==> config.mk <==
export PLATFORM = sky130hd
export DESIGN_NAME = hsv_to_rgb_converter
export DESIGN_NICKNAME = d
export VERILOG_FILES = /design/src/rtl/core/hsv2rgb_pkg.sv /design/src/rtl/core/hsv2rgb_sector.sv /design/src/rtl/core/hsv2rgb_blend.sv /design/src/rtl/core/hsv2rgb_channel.sv /design/src/rtl/core/hsv_to_rgb_converter.sv
export SDC_FILE = /design/constraint.sdc
export NUM_CORES = 2
export LEC_CHECK = 0
export ABC_AREA = 1
export CELL_PAD_IN_SITES_DETAIL_PLACEMENT = 0
export CELL_PAD_IN_SITES_GLOBAL_PLACEMENT = 1
export CORE_ASPECT_RATIO = 1.2
export CORE_UTILIZATION = 45
export CTS_CLUSTER_DIAMETER = 60
export CTS_CLUSTER_SIZE = 16
export DETAILED_ROUTE_END_ITERATION = 10
export DONT_BUFFER_PORTS = 1
export HOLD_SLACK_MARGIN = 0.15
export PLACE_DENSITY = 0.78
export SLEW_MARGIN = 20
export SYNTH_ARGS = -nofsm -noshare
export SYNTH_HDL_FRONTEND = slang
export SYNTH_HIERARCHICAL = 1
export SYNTH_SLANG_ARGS = --single-unit
==> constraint.sdc <==
create_clock -name clk -period 7.6 [get_ports clk]
set_input_delay 0.76 -clock clk [delete_from_list [all_inputs] [get_ports clk]]
set_output_delay 0.76 -clock clk [all_outputs]
set_load 0.05 [all_outputs]
==> src/rtl/core/hsv2rgb_pkg.sv <==
// Types, constants and tables shared by the HSV to RGB converter modules.
`default_nettype none

package hsv2rgb_pkg;

	// Fixed-point format of saturation, value and the sector fraction
	localparam int FRAC_BITS = 12;
	localparam int UNIT_W    = FRAC_BITS + 1;
	localparam int ONE       = 1 << FRAC_BITS;
	localparam int PROD_W    = 2 * UNIT_W;

	// Stream payload widths
	localparam int IN_FIELD_W = 16;
	localparam int IN_DATA_W  = 3 * IN_FIELD_W;
	localparam int CHAN_W     = 8;
	localparam int OUT_DATA_W = 3 * CHAN_W;

	// Hue reduction: the biased hue is hue + 32768 + 352, and 32768 + 352 is
	// a multiple of 360, so its remainder mod 360 equals the wrapped hue.
	localparam int BIAS_W      = IN_FIELD_W + 1;
	localparam int HUE_BIAS    = 352;
	localparam int DEG_FULL    = 360;
	localparam int DEG_SECTOR  = 60;
	localparam int NUM_SECTORS = 6;
	// floor(2^20 / 360); the quotient estimate is exact or one low
	localparam int RECIP       = 2912;
	localparam int RECIP_W     = 12;
	localparam int RECIP_SHIFT = 20;
	localparam int QUO_W       = 9;
	localparam int QPROD_W     = BIAS_W + RECIP_W;
	localparam int REM_W       = 10;
	localparam int HUE_MOD_W   = 9;
	localparam int WITHIN_W    = 6;
	localparam int FRAC_TABLE_DEPTH = 1 << WITHIN_W;
	localparam int BYTE_SCALE  = 255;
	localparam int SCALED_W    = UNIT_W + CHAN_W;

	typedef logic [UNIT_W-1:0]    unit_t;
	typedef logic [FRAC_BITS-1:0] frac_t;
	typedef frac_t frac_table_t [FRAC_TABLE_DEPTH];

	// 60-degree sector of the color wheel
	typedef enum logic [2:0] {
		SEC_R_TO_Y = 3'd0,
		SEC_Y_TO_G = 3'd1,
		SEC_G_TO_C = 3'd2,
		SEC_C_TO_B = 3'd3,
		SEC_B_TO_M = 3'd4,
		SEC_M_TO_R = 3'd5
	} sector_t;

	// Sector and fraction with clamped saturation and value
	typedef struct packed {
		sector_t sector;
		frac_t   frac;
		unit_t   sat;
		unit_t   val;
	} hue_item_t;

	// Sector with the four candidate channel levels
	typedef struct packed {
		sector_t sector;
		unit_t   val;
		unit_t   p;
		unit_t   q;
		unit_t   t;
	} level_item_t;

	// Fraction within a sector: floor((within << FRAC_BITS) / 60)
	function automatic frac_table_t build_frac_table();
		frac_table_t tbl;
		for (int i = 0; i < FRAC_TABLE_DEPTH; i++) begin
			tbl[i] = (i < DEG_SECTOR) ? frac_t'((i << FRAC_BITS) / DEG_SECTOR) : '0;
		end
		return tbl;
	endfunction

	localparam frac_table_t FRAC_TABLE = build_frac_table();

endpackage

`default_nettype wire

==> src/rtl/core/hsv2rgb_sector.sv <==
// Stages 1-3: clamp saturation and value, wrap the hue, find sector and fraction.
`default_nettype none

module hsv2rgb_sector
	import hsv2rgb_pkg::*;
(
	input  wire logic                         clk,
	input  wire logic                         arst_n,
	input  wire logic                         in_valid,
	output      logic                         in_ready,
	input  wire logic signed [IN_FIELD_W-1:0] hue_degrees,
	input  wire logic signed [IN_FIELD_W-1:0] saturation,
	input  wire logic signed [IN_FIELD_W-1:0] brightness,
	output      logic                         out_valid,
	input  wire logic                         out_ready,
	output      hue_item_t                    out_item
);

	function automatic unit_t clamp_unit(logic signed [IN_FIELD_W-1:0] x);
		if (x < 0) begin
			return '0;
		end
		if (int'(x) > ONE) begin
			return unit_t'(ONE);
		end
		return unit_t'(x);
	endfunction

	logic                   vld_s1, vld_s2, vld_s3;
	logic                   rdy_s1, rdy_s2, rdy_s3;
	logic [BIAS_W-1:0]      bias_s1;
	logic [QUO_W-1:0]       quo_s1;
	unit_t                  sat_s1, val_s1, sat_s2, val_s2;
	logic [HUE_MOD_W-1:0]   hue_s2;
	hue_item_t              item_s3;

	logic [BIAS_W-1:0]      hue_bias;
	logic [QPROD_W-1:0]     quo_prod;
	logic [BIAS_W-1:0]      quo_times_full;
	logic [BIAS_W-1:0]      rem_full;
	logic [REM_W-1:0]       rem_low;
	logic [REM_W-1:0]       hue_mod;
	logic [2:0]             sect_cnt;
	logic [HUE_MOD_W-1:0]   sector_base;
	logic [WITHIN_W-1:0]    sect_offset;

	// Handshake: a stage loads when it is empty or its successor loads
	assign rdy_s3   = !vld_s3 || out_ready;
	assign rdy_s2   = !vld_s2 || rdy_s3;
	assign rdy_s1   = !vld_s1 || rdy_s2;
	assign in_ready = rdy_s1;

	always_ff @(posedge clk or negedge arst_n) begin
		if (!arst_n) begin
			vld_s1 <= 1'b0;
			vld_s2 <= 1'b0;
			vld_s3 <= 1'b0;
		end else begin
			if (rdy_s1) vld_s1 <= in_valid;
			if (rdy_s2) vld_s2 <= vld_s1;
			if (rdy_s3) vld_s3 <= vld_s2;
		end
	end

	// Stage 1: bias the hue to unsigned and estimate the quotient by 360
	assign hue_bias = BIAS_W'({~hue_degrees[IN_FIELD_W-1], hue_degrees[IN_FIELD_W-2:0]})
		+ BIAS_W'(HUE_BIAS);
	assign quo_prod = QPROD_W'(hue_bias) * QPROD_W'(RECIP);

	always_ff @(posedge clk) begin
		if (rdy_s1 && in_valid) begin
			bias_s1 <= hue_bias;
			quo_s1  <= quo_prod[RECIP_SHIFT +: QUO_W];
			sat_s1  <= clamp_unit(saturation);
			val_s1  <= clamp_unit(brightness);
		end
	end

	// Stage 2: remainder with one correction step gives the hue in 0..359
	assign quo_times_full = BIAS_W'(quo_s1) * BIAS_W'(DEG_FULL);
	assign rem_full       = bias_s1 - quo_times_full;
	assign rem_low        = rem_full[REM_W-1:0];
	assign hue_mod        = (rem_low >= REM_W'(DEG_FULL)) ? rem_low - REM_W'(DEG_FULL) : rem_low;

	always_ff @(posedge clk) begin
		if (rdy_s2 && vld_s1) begin
			hue_s2 <= hue_mod[HUE_MOD_W-1:0];
			sat_s2 <= sat_s1;
			val_s2 <= val_s1;
		end
	end

	// Stage 3: sector by threshold compares, fraction from the table
	always_comb begin
		sect_cnt = '0;
		for (int k = 1; k < NUM_SECTORS; k++) begin
			if (hue_s2 >= HUE_MOD_W'(k * DEG_SECTOR)) sect_cnt = sect_cnt + 3'd1;
		end
	end

	assign sector_base = HUE_MOD_W'(sect_cnt) * HUE_MOD_W'(DEG_SECTOR);
	assign sect_offset = WITHIN_W'(hue_s2 - sector_base);

	always_ff @(posedge clk) begin
		if (rdy_s3 && vld_s2) begin
			item_s3.sector <= sector_t'(sect_cnt);
			item_s3.frac   <= FRAC_TABLE[sect_offset];
			item_s3.sat    <= sat_s2;
			item_s3.val    <= val_s2;
		end
	end

	assign out_valid = vld_s3;
	assign out_item  = item_s3;

endmodule

`default_nettype wire

==> src/rtl/core/hsv2rgb_blend.sv <==
// Stages 4-5: form the channel levels p, q and t from value, saturation and fraction.
`default_nettype none

module hsv2rgb_blend
	import hsv2rgb_pkg::*;
(
	input  wire logic        clk,
	input  wire logic        arst_n,
	input  wire logic        in_valid,
	output      logic        in_ready,
	input  wire hue_item_t   in_item,
	output      logic        out_valid,
	input  wire logic        out_ready,
	output      level_item_t out_item
);

	logic        vld_s4, vld_s5;
	logic        rdy_s4, rdy_s5;
	sector_t     sector_s4;
	unit_t       val_s4, p_s4, sf_s4, sfc_s4;
	level_item_t item_s5;

	unit_t              one_minus_frac, one_minus_sat, one_minus_sf, one_minus_sfc;
	logic [PROD_W-1:0]  sf_prod, sfc_prod, p_prod, q_prod, t_prod;

	// Handshake: a stage loads when it is empty or its successor loads
	assign rdy_s5   = !vld_s5 || out_ready;
	assign rdy_s4   = !vld_s4 || rdy_s5;
	assign in_ready = rdy_s4;

	always_ff @(posedge clk or negedge arst_n) begin
		if (!arst_n) begin
			vld_s4 <= 1'b0;
			vld_s5 <= 1'b0;
		end else begin
			if (rdy_s4) vld_s4 <= in_valid;
			if (rdy_s5) vld_s5 <= vld_s4;
		end
	end

	// Stage 4: s*f, s*(1-f) and p = v*(1-s), each truncated
	assign one_minus_frac = unit_t'(ONE) - unit_t'(in_item.frac);
	assign one_minus_sat  = unit_t'(ONE) - in_item.sat;
	assign sf_prod        = PROD_W'(in_item.sat) * PROD_W'(in_item.frac);
	assign sfc_prod       = PROD_W'(in_item.sat) * PROD_W'(one_minus_frac);
	assign p_prod         = PROD_W'(in_item.val) * PROD_W'(one_minus_sat);

	always_ff @(posedge clk) begin
		if (rdy_s4 && in_valid) begin
			sector_s4 <= in_item.sector;
			val_s4    <= in_item.val;
			sf_s4     <= sf_prod[FRAC_BITS +: UNIT_W];
			sfc_s4    <= sfc_prod[FRAC_BITS +: UNIT_W];
			p_s4      <= p_prod[FRAC_BITS +: UNIT_W];
		end
	end

	// Stage 5: q = v*(1-s*f) and t = v*(1-s*(1-f))
	assign one_minus_sf  = unit_t'(ONE) - sf_s4;
	assign one_minus_sfc = unit_t'(ONE) - sfc_s4;
	assign q_prod        = PROD_W'(val_s4) * PROD_W'(one_minus_sf);
	assign t_prod        = PROD_W'(val_s4) * PROD_W'(one_minus_sfc);

	always_ff @(posedge clk) begin
		if (rdy_s5 && vld_s4) begin
			item_s5.sector <= sector_s4;
			item_s5.val    <= val_s4;
			item_s5.p      <= p_s4;
			item_s5.q      <= q_prod[FRAC_BITS +: UNIT_W];
			item_s5.t      <= t_prod[FRAC_BITS +: UNIT_W];
		end
	end

	assign out_valid = vld_s5;
	assign out_item  = item_s5;

endmodule

`default_nettype wire

==> src/rtl/core/hsv2rgb_channel.sv <==
// Stage 6: permute levels onto red, green and blue and scale each to a byte.
`default_nettype none

module hsv2rgb_channel
	import hsv2rgb_pkg::*;
(
	input  wire logic              clk,
	input  wire logic              arst_n,
	input  wire logic              in_valid,
	output      logic              in_ready,
	input  wire level_item_t       in_item,
	output      logic              out_valid,
	input  wire logic              out_ready,
	output      logic [CHAN_W-1:0] red,
	output      logic [CHAN_W-1:0] green,
	output      logic [CHAN_W-1:0] blue
);

	function automatic logic [CHAN_W-1:0] to_byte(unit_t c);
		logic [SCALED_W-1:0] scaled;
		scaled = SCALED_W'(c) * SCALED_W'(BYTE_SCALE);
		return scaled[FRAC_BITS +: CHAN_W];
	endfunction

	logic              vld_s6;
	logic              rdy_s6;
	logic [CHAN_W-1:0] red_s6, green_s6, blue_s6;
	unit_t             r_lvl, g_lvl, b_lvl;

	// Hold the result while the sink stalls
	assign rdy_s6   = !vld_s6 || out_ready;
	assign in_ready = rdy_s6;

	always_ff @(posedge clk or negedge arst_n) begin
		if (!arst_n) begin
			vld_s6 <= 1'b0;
		end else if (rdy_s6) begin
			vld_s6 <= in_valid;
		end
	end

	// Select the channel permutation of the sector
	always_comb begin
		case (in_item.sector)
			SEC_Y_TO_G: begin
				r_lvl = in_item.q; g_lvl = in_item.val; b_lvl = in_item.p;
			end
			SEC_G_TO_C: begin
				r_lvl = in_item.p; g_lvl = in_item.val; b_lvl = in_item.t;
			end
			SEC_C_TO_B: begin
				r_lvl = in_item.p; g_lvl = in_item.q; b_lvl = in_item.val;
			end
			SEC_B_TO_M: begin
				r_lvl = in_item.t; g_lvl = in_item.p; b_lvl = in_item.val;
			end
			SEC_M_TO_R: begin
				r_lvl = in_item.val; g_lvl = in_item.p; b_lvl = in_item.q;
			end
			default: begin
				r_lvl = in_item.val; g_lvl = in_item.t; b_lvl = in_item.p;
			end
		endcase
	end

	always_ff @(posedge clk) begin
		if (rdy_s6 && in_valid) begin
			red_s6   <= to_byte(r_lvl);
			green_s6 <= to_byte(g_lvl);
			blue_s6  <= to_byte(b_lvl);
		end
	end

	assign out_valid = vld_s6;
	assign red       = red_s6;
	assign green     = green_s6;
	assign blue      = blue_s6;

endmodule

`default_nettype wire

==> src/rtl/core/hsv_to_rgb_converter.sv <==
// HSV to RGB converter top level: stream ports around a six-stage pipeline.
//
// Converts HSV (signed hue in whole degrees, saturation and value in signed Q3.12,
// clamped to 0..1) to an 8-bit RGB triple. Every transaction passes through six
// register stages; the throughput is one pixel per clock while the sink is ready,
// set by the fully pipelined datapath (hue reduction, sector lookup, two multiplier
// stages and the channel scaling stage). Each stage holds its own valid bit, so a
// stall on the output fills the empty stages before s_axis_tready drops. The block
// keeps no state between pixels.
`default_nettype none

module hsv_to_rgb_converter
	import hsv2rgb_pkg::*;
(
	input  wire logic                  clk,
	input  wire logic                  arst_n,
	input  wire logic                  s_axis_tvalid,
	output      logic                  s_axis_tready,
	input  wire logic [IN_DATA_W-1:0]  s_axis_tdata,  // hue_degrees, saturation, brightness
	output      logic                  m_axis_tvalid,
	input  wire logic                  m_axis_tready,
	output      logic [OUT_DATA_W-1:0] m_axis_tdata   // red, green, blue
);

	logic        hue_valid, hue_ready;
	hue_item_t   hue_item;
	logic        lvl_valid, lvl_ready;
	level_item_t lvl_item;
	logic [CHAN_W-1:0] red, green, blue;

	// Hue wrap, clamping, sector and fraction
	hsv2rgb_sector u_sector (
		.clk         (clk),
		.arst_n      (arst_n),
		.in_valid    (s_axis_tvalid),
		.in_ready    (s_axis_tready),
		.hue_degrees (s_axis_tdata[0 +: IN_FIELD_W]),
		.saturation  (s_axis_tdata[IN_FIELD_W +: IN_FIELD_W]),
		.brightness  (s_axis_tdata[2*IN_FIELD_W +: IN_FIELD_W]),
		.out_valid   (hue_valid),
		.out_ready   (hue_ready),
		.out_item    (hue_item)
	);

	// Channel levels p, q and t
	hsv2rgb_blend u_blend (
		.clk       (clk),
		.arst_n    (arst_n),
		.in_valid  (hue_valid),
		.in_ready  (hue_ready),
		.in_item   (hue_item),
		.out_valid (lvl_valid),
		.out_ready (lvl_ready),
		.out_item  (lvl_item)
	);

	// Permutation, byte scaling and output register
	hsv2rgb_channel u_channel (
		.clk       (clk),
		.arst_n    (arst_n),
		.in_valid  (lvl_valid),
		.in_ready  (lvl_ready),
		.in_item   (lvl_item),
		.out_valid (m_axis_tvalid),
		.out_ready (m_axis_tready),
		.red       (red),
		.green     (green),
		.blue      (blue)
	);

	assign m_axis_tdata = {blue, green, red};

endmodule

`default_nettype wire

After elaboration in Yosys (flattened, before gate mapping)
Memory sizes are Yosys's and may differ from the RTL's. A register that Yosys moved wholly into a read port is not among the register bits.
Index checks and enable logic that the tools add are counted.
- ROM bits: 768
- flip-flop bits (word level): 249
- output and inout bits: 26
- logic and storage cells: 119
- memories: 1
- order comparisons: 10
- multiply operators: 11
- $add $sub $neg: 12
- mux-type cells: 27
- reductions and logical operators: 22
- bitwise gates (word level): 2
- equality and inequality tests: 5
- memories (name ; words ; bits a word ; read ports ; clocked after Yosys merged registers in ; write ports ; RTL line ; text):
    (name not given) ; 64 ; 12 ; 1 ; 1 ; 0 ; hsv2rgb_sector.sv:107 ; item_s3.frac <= FRAC_TABLE[sect_offset];
- operator list (operator ; count):
    13-bit one-hot mux with 3 select lines ; 3
    13-bit 2-to-1 mux ; 8
    13-bit by 13-bit multiplier with 25-bit output ; 4
    13-bit by 8-bit multiplier with 20-bit output, second input constant ; 3
    13-bit subtractor, first input constant ; 3
    16-bit by 14-bit > comparator with 1-bit output, second input constant ; 2
    16-bit by 1-bit less-than comparator with 1-bit output, second input constant ; 2
    13-bit by 12-bit multiplier with 25-bit output ; 1
    17-bit by 7-bit multiplier with 24-bit output, second input constant ; 1
    9-bit by 8-bit greater-or-equal comparator with 1-bit output, second input constant ; 2
    16-bit by 9-bit adder with 17-bit output, second input constant ; 1
    13-bit by 12-bit subtractor with 13-bit output, first input constant ; 1
    3-bit 2-to-1 mux ; 4
    1-bit 2-to-1 mux ; 11
    10-bit by 9-bit greater-or-equal comparator with 1-bit output, second input constant ; 1
    10-bit subtractor ; 1
    3-bit by 1-bit adder with 3-bit output, second input constant ; 3
    9-bit by 6-bit greater-or-equal comparator with 1-bit output, second input constant ; 1
    9-bit by 7-bit greater-or-equal comparator with 1-bit output, second input constant ; 1
    9-bit greater-or-equal comparator, second input constant ; 1
    9-bit by 6-bit multiplier with 7-bit output, second input constant ; 1
    9-bit 2-to-1 mux ; 1
    9-bit subtractor, second input constant ; 1
    2-bit OR reduction ; 4
    other kinds (11) ; 28

Longest topological paths before layout
- word-level depth: 13
- mapped depth: 34
- gate-level depth less buffers: 32

By module
Netlist, hierarchy kept.
- modules (own cells, without submodules) (module ; area each (µm²) ; cells an instance ; sequential area each (µm²) ; instances):
    hsv2rgb_blend ; 31676.6 ; 4092 ; 3353.2 ; 1
    hsv2rgb_channel ; 9430.3 ; 1231 ; 745.7 ; 1
    hsv2rgb_sector ; 8334.2 ; 870 ; 3468.3 ; 1

Worst setup path after synthesis
No wires, ideal clock.
- path kind: register -> register
- start point: register, netlist name u_sector/out_item[34]
- end point: register u_blend.sfc_s4[11] (data pin)
- setup time: 0.252 ns
- slack: 1.755 ns
- arrival time: 5.593 ns
- stages on the path, launching flop included: 30
- path through: edfxtp_1 buf_6 clkbuf_1 inv_1 ha_1 nand2_1 nor2_1 nand2_1 nor2_1 nand2_1 o21ai_1 nand2_2 inv_2 nand2_1 fa_1 fa_1 inv_1 fa_1 fa_1 inv_1 fa_1 inv_1 ha_1 nand2_1 nor4_1 nand2_1 nand2_1 nand2_1 nand3_1 nand2_1
- longest elaborated chain between the ends: 2
- RTL lines (item ; RTL line ; text):
    13-bit by 12-bit subtractor with 13-bit output ; hsv2rgb_blend.sv:42 ; assign one_minus_frac = unit_t'(ONE) - unit_t'(in_item.frac);
    13-bit by 13-bit multiplier with 25-bit output ; hsv2rgb_blend.sv:45 ; assign sfc_prod = PROD_W'(in_item.sat) * PROD_W'(one_minus_frac);
    via u_blend.sfc_prod[23] ; hsv2rgb_blend.sv:24 ; logic [PROD_W-1:0] sf_prod, sfc_prod, p_prod, q_prod, t_prod;
    end signal, assigned ; hsv2rgb_blend.sv:53 ; sfc_s4 <= sfc_prod[FRAC_BITS +: UNIT_W];
    end, declared ; hsv2rgb_blend.sv:20 ; unit_t val_s4, p_s4, sf_s4, sfc_s4;
The timed path passes the listed nets, and every way through them passes these cells.
A chain may end at the register's enable or synchronous reset.

Worst setup path in the final report
- start point: register u_blend.sf_s4[0]
- end point: register u_blend.item_s5 (netlist bit u_blend/out_item[22]) (data pin)
- longest elaborated chain between the ends: 2
- RTL lines (item ; RTL line ; text):
    start, declared ; hsv2rgb_blend.sv:20 ;
    start signal, assigned ; hsv2rgb_blend.sv:52 ; sf_s4 <= sf_prod[FRAC_BITS +: UNIT_W];
    13-bit subtractor ; hsv2rgb_blend.sv:59 ; assign one_minus_sf = unit_t'(ONE) - sf_s4;
    13-bit by 13-bit multiplier with 25-bit output ; hsv2rgb_blend.sv:61 ; assign q_prod = PROD_W'(val_s4) * PROD_W'(one_minus_sf);
    via u_blend.q_prod[21] ; hsv2rgb_blend.sv:24 ;
    end, declared ; hsv2rgb_blend.sv:21 ; level_item_t item_s5;
The timed path passes the listed nets, and every way through them passes these cells.

==> metrics.md <==
| Metric | Value |
|---|---|
| Run status | finished clean |
| # IOs | 78 |
| Clock Path Buffers | 3 |
| Min-delay src | s_axis_tdata[1] |
| Post_cts resized | 0 |
| Initial antenna violation count | 0 |
| Avg WL per Cell | 16.4 µm |
| Yosys warnings | 6 |
| CTS Root Cell | clkbuf_16 |
| Routed WL | 124 mm |
| CP Data Arrival Time | 6.91 ns |
| Via count | 37,900 |
| Placed Instances | 7,514 |
| Non-filler cells, final | 7,580 |
| GPL Wtd Cong | 0.914 |
| Worst Path Max Fanout | 14 |
| Routed vias/inst | 5.00 |
| Post-route setup slack | 1.05 ns |
| RR Endpoint | u_blend/out_item[22] |
| CTS clock-pin slew for the worst setup and hold paths | 0.07 ns |
| CP Data Required Time | 7.96 ns |
| Worst-margin pin slew | 0.910 ns |
| Congestion Overflow GR | 0 |
| Mean Syn Cell Area | 7.98 µm² |
| RSZ-0062 raised after global routing | false |
| Min cycle time layout | 6.55 ns |
| Area Growth Syn to Fin | 5.79% |
| Post-synth EDFFs | 247 |
| Place WS | 1.06 ns |
| Reg-to-reg critical path startpoint | u_blend/sf_s4[0] |
| Crit end category | flip-flop |
| Initial Util | 45.6% |
| Element type at the critical path start | flip-flop |
| Relative slew slack | 38.7% |
| Std cell rows | 132 |
| Final ANT Viol Nets | 0 |
| Ant. Diodes | 0 |
| Hpwl dp | 104 mm |
| Overall global routing resource usage | 23.3% |
| Port bufs | 0 |
| Synth unique cells | 64 |
| Kind of critical path | reg2reg |
| Synth Instances | 6,193 |
| Post-CTS setup buffers | 0 |
| CTS tree | yes |
| Async set-reset flop share out of synthesis | 2.37% |
| Remaining DRCs | 0 |
| Seq/Total Area, Yosys | 15.3% |
| Drt pass-1 iters | 6 |
| Die Area | 111,000 µm² |
| Clk sinks | 253 |
| Die span in y | 365 µm |
| Yosys reg bits | 253 |
| Post-Syn Nets | 7,537 |
| First DRT Iteration DRCs | 1,949 |
| Endpoints failing setup | 0 |
| Share of layout cells above drive strength 1 | 3.71% |
| CORE AREA | 108,000 µm² |
| Fmax | 0.153 GHz |
| Min-Delay Path Depth | 0 |
| Worst Hold Class | in2reg |
| R2R Setup Slk | 1.05 ns |
| Chip Width | 305 µm |
| Hold buffers post-CTS | 1 |
| Worst Setup SP | u_blend/sf_s4[0] |
| Largest net degree at the start of global routing | 56 |
| Clk_lat worst skew | 0.60 ns |
| Fin crit share | 86.2% |
| Skew final | 0.0577 ns |
| First-pass GRT wire length | 207 mm |
| Vias in the first global route | 40,500 |
| MaxCap Viol Count | 0 |
| Post-layout nets | 7,491 |
| Netlist Area Pre-Place | 49,400 µm² |
| H-tree depth | 2 |
| Fin. max-slew vios | 0 |
| TNS Setup | 0 ns |
| Top FF cell, synth | edfxtp_1 |
| Hold Path Sink | u_sector/bias_s1[1] |
| Reg2Reg Depth | 24 |
| Final Hold Fails | 0 |
| Number of CTS-inserted buffers | 37 |
-- cells in the final DEF, fill, tap and decap left out, drive strengths merged, types with 2 or more instances in the layout --
| cell type | count |
|---|---|
| a211oi | 5 |
| a21boi | 6 |
| a21o | 26 |
| a21oi | 196 |
| a221oi | 4 |
| a22oi | 8 |
| a31oi | 4 |
| and2 | 7 |
| and3 | 4 |
| buf | 50 |
| bufinv | 2 |
| clkbuf | 38 |
| clkinv | 21 |
| clkinvlp | 3 |
| dfrtp | 6 |
| edfxtp | 247 |
| fa | 779 |
| ha | 513 |
| inv | 1649 |
| nand2 | 1453 |
| nand3 | 201 |
| nand3b | 13 |
| nand4 | 46 |
| nor2 | 510 |
| nor3 | 62 |
| nor4 | 21 |
| o2111ai | 2 |
| o211ai | 10 |
| o21a | 11 |
| o21ai | 143 |
| o21bai | 12 |
| o221ai | 2 |
| o22ai | 11 |
| o31ai | 3 |
| or2 | 10 |
| xnor2 | 38 |
| xor2 | 53 |
-- layout make-up --
cell class,instances,area [µm²]
sequential,253,7570
clock buffer,38,951
tap,1407,1760
multi-input combinational,4156,35100
timing repair buffer,51,385
fill,10800,56000
inverter,1648,6190
clock inverter,27,338
-- routing by layer --
layer  track usage [%]  share of wire (%)
met5                 0                  0
met4              7.36                3.2
met3              2.32                3.4
met2              43.4                 52
met1              28.0                 42
-- kinds of logic after synthesis --
family                     count (synthesis)  share of synthesized area [%]
adders and majority gates               1292                           44.5
DFF                                      253                           15.3
AOI/OAI and AO/OA                        445                           5.16
and+or+nand+nor                         2328                           19.5
xor gates and xnor gates                  91                           1.77
buffers and inverters                   1784                           13.7
-- worst max-delay path, cell delays in order, from the launching register on --
cell	delay, ns
edfxtp_1	0.65
inv_1	0.13
ha_1	0.18
nand2_1	0.10
nor2_1	0.23
nand2_1	0.09
o21ai_0	0.15
nand2_1	0.30
inv_1	0.22
nand2_1	0.09
fa_1	0.49
fa_1	0.55
inv_1	0.06
fa_1	0.51
fa_1	0.55
inv_1	0.05
fa_1	0.54
inv_1	0.05
ha_1	0.34
a21oi_1	0.33
o21ai_0	0.20
o21ai_0	0.27
nand3_1	0.10
nand2_1	0.07
nand2_1	0.04
-- worst max-delay path by stage --
stage                                end  slack, ns  cells after the start
global route        u_blend/out_item[22]       0.66                     24
floorplan             u_blend/sfc_s4[11]       1.75                     29
detailed placement  u_blend/out_item[22]       1.06                     24
global placement    u_blend/out_item[22]       1.16                     24
CTS                 u_blend/out_item[22]       1.08                     24
finish              u_blend/out_item[22]       1.05                     24
-- registers in the layout, indices dropped and copies added (netlist names), 3 cells and up --
signal	flops
u_channel/blue	8
u_blend/p_s4	13
u_sector/hue_s2	9
u_channel/green	8
u_sector/quo_s1	7
u_sector/bias_s1	10
u_blend/sector_s4	3
u_sector/sat_s1	13
u_blend/out_item	55
u_sector/val_s2	13
u_sector/val_s1	13
u_blend/val_s4	13
u_channel/red	8
u_sector/out_item	35
u_blend/sf_s4	13
u_sector/sat_s2	13
u_blend/sfc_s4	13
-- per-stage QoR --
stage          utilization, %  instance area, µm²  hold WS (ns)
5_1_grt                  48.3               52300         0.218
3_3_place_gp             47.1               51000         0.401
4_1_cts                  48.3               52300         0.208
2_1_floorplan               -               49400         0.400
6_report                 48.3               52300         0.255
3_5_place_dp             47.1               51000         0.405
-- synthesized netlist by cell type (6+ instances only) --
library cell	instances	area share [%]
inv_2	25	0.19
a21boi_0	6	0.091
nand3b_1	12	0.18
o22ai_1	11	0.14
nand2_2	18	0.23
a22oi_1	8	0.12
nand4_1	45	0.57
edfxtp_1	247	15
nand3_2	6	0.12
a21oi_1	192	1.9
or2_2	6	0.076
o21bai_1	12	0.18
buf_4	10	0.15
nor2_2	8	0.10
a21o_1	26	0.39
inv_1	1614	12
nor3_1	54	0.55
clkbuf_1	102	0.77
nor2_1	497	3.8
and2_1	6	0.076
xnor2_1	34	0.60
o211ai_1	9	0.14
o21a_1	11	0.17
nand2_4	8	0.18
buf_2	15	0.15
fa_1	779	32
dfrtp_1	6	0.30
nand2_1	1427	11
nor4_1	20	0.25
nand3_1	193	2.0
o21ai_1	14	0.14
clkinv_1	9	0.068
ha_1	513	13
o21ai_0	123	1.2
nor3_2	6	0.12
xor2_1	48	0.85
Power is not shown: default switching activity piles up to over one toggle a cycle in this logic, so the estimate is an artifact.
